===== src/design/rational_arithmetic_unit_defines.svh =====
// Assertion macros shared by the rational arithmetic unit RTL.
// Depends on nothing; included by files that carry assertions.
`ifndef RATIONAL_ARITHMETIC_UNIT_DEFINES_SVH
`define RATIONAL_ARITHMETIC_UNIT_DEFINES_SVH
`ifndef SYNTHESIS
`define RAU_ASSERT_IMPL(label, clk, rstn, prop) \
    label: assert property (@(posedge clk) disable iff (!rstn) prop) \
        else $error("assertion failed");
`define RAU_ASSERT_NEXT(label, clk, rstn, ante, cons) \
    label: assert property (@(posedge clk) disable iff (!rstn) ante |=> cons) \
        else $error("assertion failed");
`else
`define RAU_ASSERT_IMPL(label, clk, rstn, prop)
`define RAU_ASSERT_NEXT(label, clk, rstn, ante, cons)
`endif
`endif


===== src/design/rau_pkg.sv =====
// Shared types and codes for the rational arithmetic unit.
// Depends on nothing.
`timescale 1ns / 1ps
package rau_pkg;
    localparam int WIDTH_DEFAULT = 32;
    localparam int MAG_W = 64;

    typedef enum logic [1:0] {
        FUNC_ADD = 2'd0,
        FUNC_SUB = 2'd1,
        FUNC_MUL = 2'd2,
        FUNC_DIV = 2'd3
    } func_t;

    typedef enum logic [1:0] {
        ST_OK       = 2'd0,
        ST_ZERO_DEN = 2'd1,
        ST_OVERFLOW = 2'd2
    } status_t;

    localparam logic [1:0] CMP_EQ = 2'b00;
    localparam logic [1:0] CMP_GT = 2'b01;
    localparam logic [1:0] CMP_LT = 2'b11;

    // Datapath steps requested by the controller.
    typedef enum logic [3:0] {
        OP_NONE,
        OP_LOAD,
        OP_MUL_A,
        OP_MUL_B,
        OP_MUL_D,
        OP_MUL_N,
        OP_COMBINE,
        OP_GCD_INIT,
        OP_GCD_STEP,
        OP_DIV_INIT,
        OP_DIV_STEP,
        OP_FINISH
    } dp_op_t;

    typedef struct packed {
        dp_op_t op;
    } dp_cmd_t;

    typedef struct packed {
        logic zero_den;
        logic num_zero;
        logic gcd_done;
        logic div_done;
    } dp_stat_t;
endpackage


===== src/design/rau_ctrl.sv =====
// Controller sequencing one item through the rational datapath.
// Depends on rau_pkg and the assertion macro header.
`timescale 1ns / 1ps
`include "rational_arithmetic_unit_defines.svh"
module rau_ctrl (
    input  logic              aclk,
    input  logic              aresetn,
    input  logic              s_valid,
    output logic              s_ready,
    output logic              m_valid,
    input  logic              m_ready,
    output rau_pkg::dp_cmd_t  cmd,
    input  rau_pkg::dp_stat_t stat
);
    import rau_pkg::*;

    typedef enum logic [3:0] {
        S_IDLE, S_MA, S_MB, S_MD, S_MN, S_COMB, S_GINIT, S_GCD,
        S_DINIT, S_DIV, S_FIN, S_OUT
    } state_t;

    state_t state_reg;
    logic   m_valid_reg;

    // Idle, and output register free or draining this cycle: take the next item.
    assign s_ready = (state_reg == S_IDLE) && (!m_valid_reg || m_ready);
    assign m_valid = m_valid_reg;

    always_comb begin
        cmd.op = OP_NONE;
        unique case (state_reg)
            S_IDLE:  cmd.op = (s_valid && s_ready) ? OP_LOAD : OP_NONE;
            S_MA:    cmd.op = OP_MUL_A;
            S_MB:    cmd.op = OP_MUL_B;
            S_MD:    cmd.op = OP_MUL_D;
            S_MN:    cmd.op = OP_MUL_N;
            S_COMB:  cmd.op = OP_COMBINE;
            S_GINIT: cmd.op = OP_GCD_INIT;
            S_GCD:   cmd.op = OP_GCD_STEP;
            S_DINIT: cmd.op = OP_DIV_INIT;
            S_DIV:   cmd.op = OP_DIV_STEP;
            S_FIN:   cmd.op = OP_FINISH;
            S_OUT:   cmd.op = OP_NONE;
            default: cmd.op = OP_NONE;
        endcase
    end

    always_ff @(posedge aclk) begin
        if (!aresetn) begin
            state_reg   <= S_IDLE;
            m_valid_reg <= 1'b0;
        end else begin
            // Raise valid when the result is handed over, drop it once taken.
            if (state_reg == S_OUT && (!m_valid_reg || m_ready)) m_valid_reg <= 1'b1;
            else if (m_valid_reg && m_ready) m_valid_reg <= 1'b0;
            unique case (state_reg)
                S_IDLE:  if (s_valid && s_ready) state_reg <= S_MA;
                S_MA:    state_reg <= S_MB;
                S_MB:    state_reg <= S_MD;
                S_MD:    state_reg <= S_MN;
                S_MN:    state_reg <= S_COMB;
                S_COMB:  state_reg <= S_GINIT;
                S_GINIT: state_reg <= (stat.zero_den || stat.num_zero) ? S_FIN : S_GCD;
                S_GCD:   if (stat.gcd_done) state_reg <= S_DINIT;
                S_DINIT: state_reg <= S_DIV;
                S_DIV:   if (stat.div_done) state_reg <= S_FIN;
                S_FIN:   state_reg <= S_OUT;
                S_OUT:   if (!m_valid_reg || m_ready) state_reg <= S_IDLE;
                default: state_reg <= S_IDLE;
            endcase
        end
    end

    `RAU_ASSERT_IMPL(a_ready_idle, aclk, aresetn, s_ready |-> state_reg == S_IDLE)
    `RAU_ASSERT_NEXT(a_load_starts, aclk, aresetn, s_valid && s_ready, state_reg == S_MA)
    `RAU_ASSERT_NEXT(a_out_sets_valid, aclk, aresetn, state_reg == S_OUT && (!m_valid_reg || m_ready), m_valid_reg)
endmodule


===== config.mk =====
export PLATFORM = sky130hd
export DESIGN_NAME = rau_ctrl
export DESIGN_NICKNAME = d
export VERILOG_FILES = /design/src/design/rau_pkg.sv /design/src/design/rau_ctrl.sv
export VERILOG_INCLUDE_DIRS = /design/src /design/src/design
export SDC_FILE = /design/constraint.sdc
export NUM_CORES = 1
export LEC_CHECK = 0
export ABC_AREA = 0
export BUFFER_PORTS_ARGS = -buffer_cell sky130_fd_sc_hd__buf_4
export CAP_MARGIN = 15
export CORE_AREA = 10 10 47 49
export DETAILED_ROUTE_END_ITERATION = 16
export DIE_AREA = 0 0 57 59
export SLEW_MARGIN = 40
export SYNTH_ARGS = -nofsm -noshare
export SYNTH_HDL_FRONTEND = slang
export SYNTH_SLANG_ARGS = --single-unit

===== constraint.sdc =====
create_clock -name aclk -period 3.2 [get_ports aclk]
set_input_delay 0.48 -clock aclk [delete_from_list [all_inputs] [get_ports aclk]]
set_output_delay 0.48 -clock aclk [all_outputs]
set_load 0.01 [all_outputs]

Word-level counts from Yosys, hierarchy flattened. Index checks and enable logic that the tools add are counted.

Eq/ne operators: 15. Muxes and demuxes: 10. Reductions and logical operators: 10.

Operators with widths (number): $pmux 4 s12 (1); $pmux 4 s11 (1); $mux 4 (5); $eq 4x3->1 const B (4); $eq 4x4->1 const B (4); $eq 4x2->1 const B (2); $eq 4x1->1 const B (1); $logic_and 1x1->1 (4); $logic_not 4->1 (1); $ne 2x1->1 const B (2); $ne 2x2->1 const B (2); $reduce_and 4->1 (1); $mux 1 (3); $logic_or 1x1->1 (2); $reduce_bool 2->1 (1); $logic_not 1->1 (1).

Logic and storage cells: 37. Input bits: 8. Output and inout port bits: 6. Bits in registers: 5.

Depth between registers and ports, before layout.
Depth after elaboration: 6. Mapped depth: 5. Mapped depth without buffers: 4.

Worst setup path before layout. OpenSTA, ideal clock, no wires.

Path type: input -> output. Start: in m_ready. End: out cmd[0] (netlist name). Arrival time: 1.179 ns. Stages on the path: 3. Required time: 2.720 ns. Path buffers: 0. Slack: 1.541 ns. Cells stage by stage: nand2b_1 > a2111oi_0 > a211oi_1.

RTL lines: from (decl) (line rau_ctrl.sv:11) `input logic m_ready,`; to (decl) (line rau_ctrl.sv:12) `output rau_pkg::dp_cmd_t cmd,`.

Worst setup path after layout.
Start: reg state_reg[2]. End: out s_ready.

Longest elaborated chain between the ends: 2.

RTL lines: from (decl) (line rau_ctrl.sv:22) `state_t state_reg;`; from (signal assigned) (line rau_ctrl.sv:63) `S_GINIT: state_reg <= (stat.zero_den || stat.num_zero) ? S_FIN : S_GCD;`; $logic_not 4->1 (line rau_ctrl.sv:26) `assign s_ready = (state_reg == S_IDLE) && (!m_valid_reg || m_ready);`; $logic_and 1x1->1 (line rau_ctrl.sv:26); to (decl) (line rau_ctrl.sv:9) `output logic s_ready,`.

Every way passes these cells.

==> results.sh <==
export IMPL_fp_dieH_microns=59
export IMPL_post_drt_wl_per_cell_microns=12.2
export IMPL_synthArstFlopShare=0
export IMPL_die_width_microns=57
export IMPL_rows=14
export IMPL_r2r_worst_path_cells=4
export IMPL_power_density_nw_per_um2=745
export IMPL_start_kind="flip-flop"
export IMPL_start_util=0.279
export IMPL_seq_area_frac_synth=0.256
export IMPL_clockRootBuffer="clkbuf_4"
export IMPL_largest_reg_flops=4
export IMPL_path_class="reg2out"
export IMPL_finalCritPeriodShare=0.627
export IMPL_fmax_mhz=498
export IMPL_seq_area_sq_um=100
export IMPL_holdWs_ns=0.522
export IMPL_crit_path_end_kind="output pin"
export IMPL_htree_num_levels=1
export IMPL_rsz0062_at_grt="false"
export IMPL_fillers=162
export IMPL_slew_violations=0
export IMPL_syn_to_final_growth_pct=31.7
export IMPL_dpl_cell_count=75
export IMPL_critPathRequiredTime_ns=2.72
export IMPL_cts_repair_resized=0
export IMPL_drt_iter0_drc=6
export IMPL_gp_congestion=0.721
export IMPL_cts_buffer_depth=2
export IMPL_diodes=0
export IMPL_core_sq_um=1400
export IMPL_grt_pass1_vias=375
export IMPL_synth_distinct_cells=26
export IMPL_clock_skew_ns=0.000592
export IMPL_ant_nets=0
export IMPL_synthTopCellsByArea="dfxtp_1, nand2b_1, a21oi_1"
export IMPL_leakage_nw=0.203
export IMPL_vias=387
export IMPL_firstDrtPassIters=4
export IMPL_setup_violations=0
export IMPL_grt_remaining_overflow=0
export IMPL_vias_per_cell=4.90
export IMPL_grt_first_pass_wirelength_microns=1610
export IMPL_finalNetCount=72
export IMPL_critical_path_arrival_ns=1.53
export IMPL_final_cells=79
export IMPL_drc=0
export IMPL_final_util=0.367
export IMPL_synth_warnings=0
export IMPL_syn_area_sq_um=390
export IMPL_numClockSinks=5
export IMPL_synth_seq_cells=5
export IMPL_fin_crit_ns=2.01
export IMPL_grt_max_degree=13
export IMPL_drive_gt1_frac=0.317
export IMPL_hold_viol=0
export IMPL_antenna_found_initial=0
export IMPL_clock_latency_ns=0.24
export IMPL_maxCapViolCount=0
export IMPL_numCtsBuffers=3
export IMPL_postCtsHoldBufs=0
export IMPL_multiInputGateArea_sq_um=267
export IMPL_tightest_slew_ns=0.391
export IMPL_status="finished clean"
export IMPL_grt_usage=0.0580
export IMPL_hp_class="in2reg"
export IMPL_yosysTopAreaCellShare=0.256
export IMPL_dieArea_sq_um=3360
export IMPL_finalSetupTns_ns=0
export IMPL_cts_tree="done"
export IMPL_synth_common_cells="dfxtp_1, nand2_1, a21oi_1, buf_2, nand2b_1"
export IMPL_syn_num_nets=58
export IMPL_cts_setup_buffers=0
export IMPL_drt_wl_total_microns=967
export IMPL_io_pins=14
export IMPL_synthCells=50
export IMPL_pre_cts_ws_ns=1.27
export IMPL_setup_ws_ns=1.19
export IMPL_yosys_area_top_type="dfxtp_1"
export IMPL_io_buffers=13
export IMPL_dp_hpwl_microns=727
export IMPL_whs_path_depth=3
export IMPL_path_max_fanout=12
export IMPL_ys_flop_type="dfxtp_1"
export IMPL_synth_edf_count=0
export IMPL_peakVddDrop_mv=0.391
export IMPL_relSlewSlack=0.732
export IMPL_synth_area_per_cell_sq_um=7.81
export IMPL_path_clk_slew_ns=0.04
cells by family (layout without fill, tap and decap cells):
family / Yosys count / in the layout / share of synthesized area
compound gates: 17 / 17 / 0.314
xor+xnor: 2 / 2 / 0.0449
buf+inv: 5 / 18 / 0.0609
flops: 5 / 5 / 0.256
mux: 2 / 2 / 0.0513
simple gates: 19 / 19 / 0.272
final timing paths:
path / startpoint / to / slack (ns)
setup / recovery: state_reg[2]$_SDFFE_PN0P_ / s_ready / 1.19
hold / removal: aresetn / state_reg[1]$_SDFFE_PN0P_ / 0.52
setup reg to reg: state_reg[2]$_SDFFE_PN0P_ / state_reg[0]$_SDFFE_PN0P_ / 1.64
hold reg to reg: m_valid$_SDFFE_PN0P_ / m_valid$_SDFFE_PN0P_ / 0.59
per-layer routing:
metal | global-route usage | up-vias | wire (microns)
met3 | 0.0343 | 0 | 83
met4 | 0.0201 | 0 | 0
met1 | 0.0693 | 167 | 469
met2 | 0.0837 | 10 | 414
li1 | - | 210 | -
met5 | 0 | - | 0
layout by cell type (no fill, tap or decap), types with 2 or more instances in the layout:
cell        n
o21ai_0     3
a21oi_1     4
nand2_1     5
nand2b_1    4
buf_4      13
nor2_1      2
clkbuf_4    3
nor2b_1     2
dfxtp_1     5
a2111oi_0   2
mux2i_1     2
nand3_1     2
metrics by stage:
stage,power [mW],area [sq um]
floorplan,0.245,390
global placement,0.315,488
detailed placement,0.314,488
CTS,0.390,514
global route,0.422,514
finish,0.383,514
report_power, final:
group          internal, mW  leakage (nW)  switching [mW]  total [mW]
clock                0.0472        0.0150          0.0261      0.0733
sequential           0.0763        0.0408          0.0413       0.118
combinational         0.105         0.147          0.0873       0.192
cell type report:
class                      instances  share of cell area
inverter                           1             0.00730
clock buffer                       4              0.0511
multi-input combinational         40               0.518
sequential                         5               0.195
timing repair buffer              13               0.190
tap                               16              0.0389
critical path, stage by stage, from the launching register on:
cell and delay (ns):
dfxtp_1 0.42, or4_4 0.61, nor2b_1 0.13, buf_4 0.13
No activity file was read; power rests on OpenSTA's default activity.
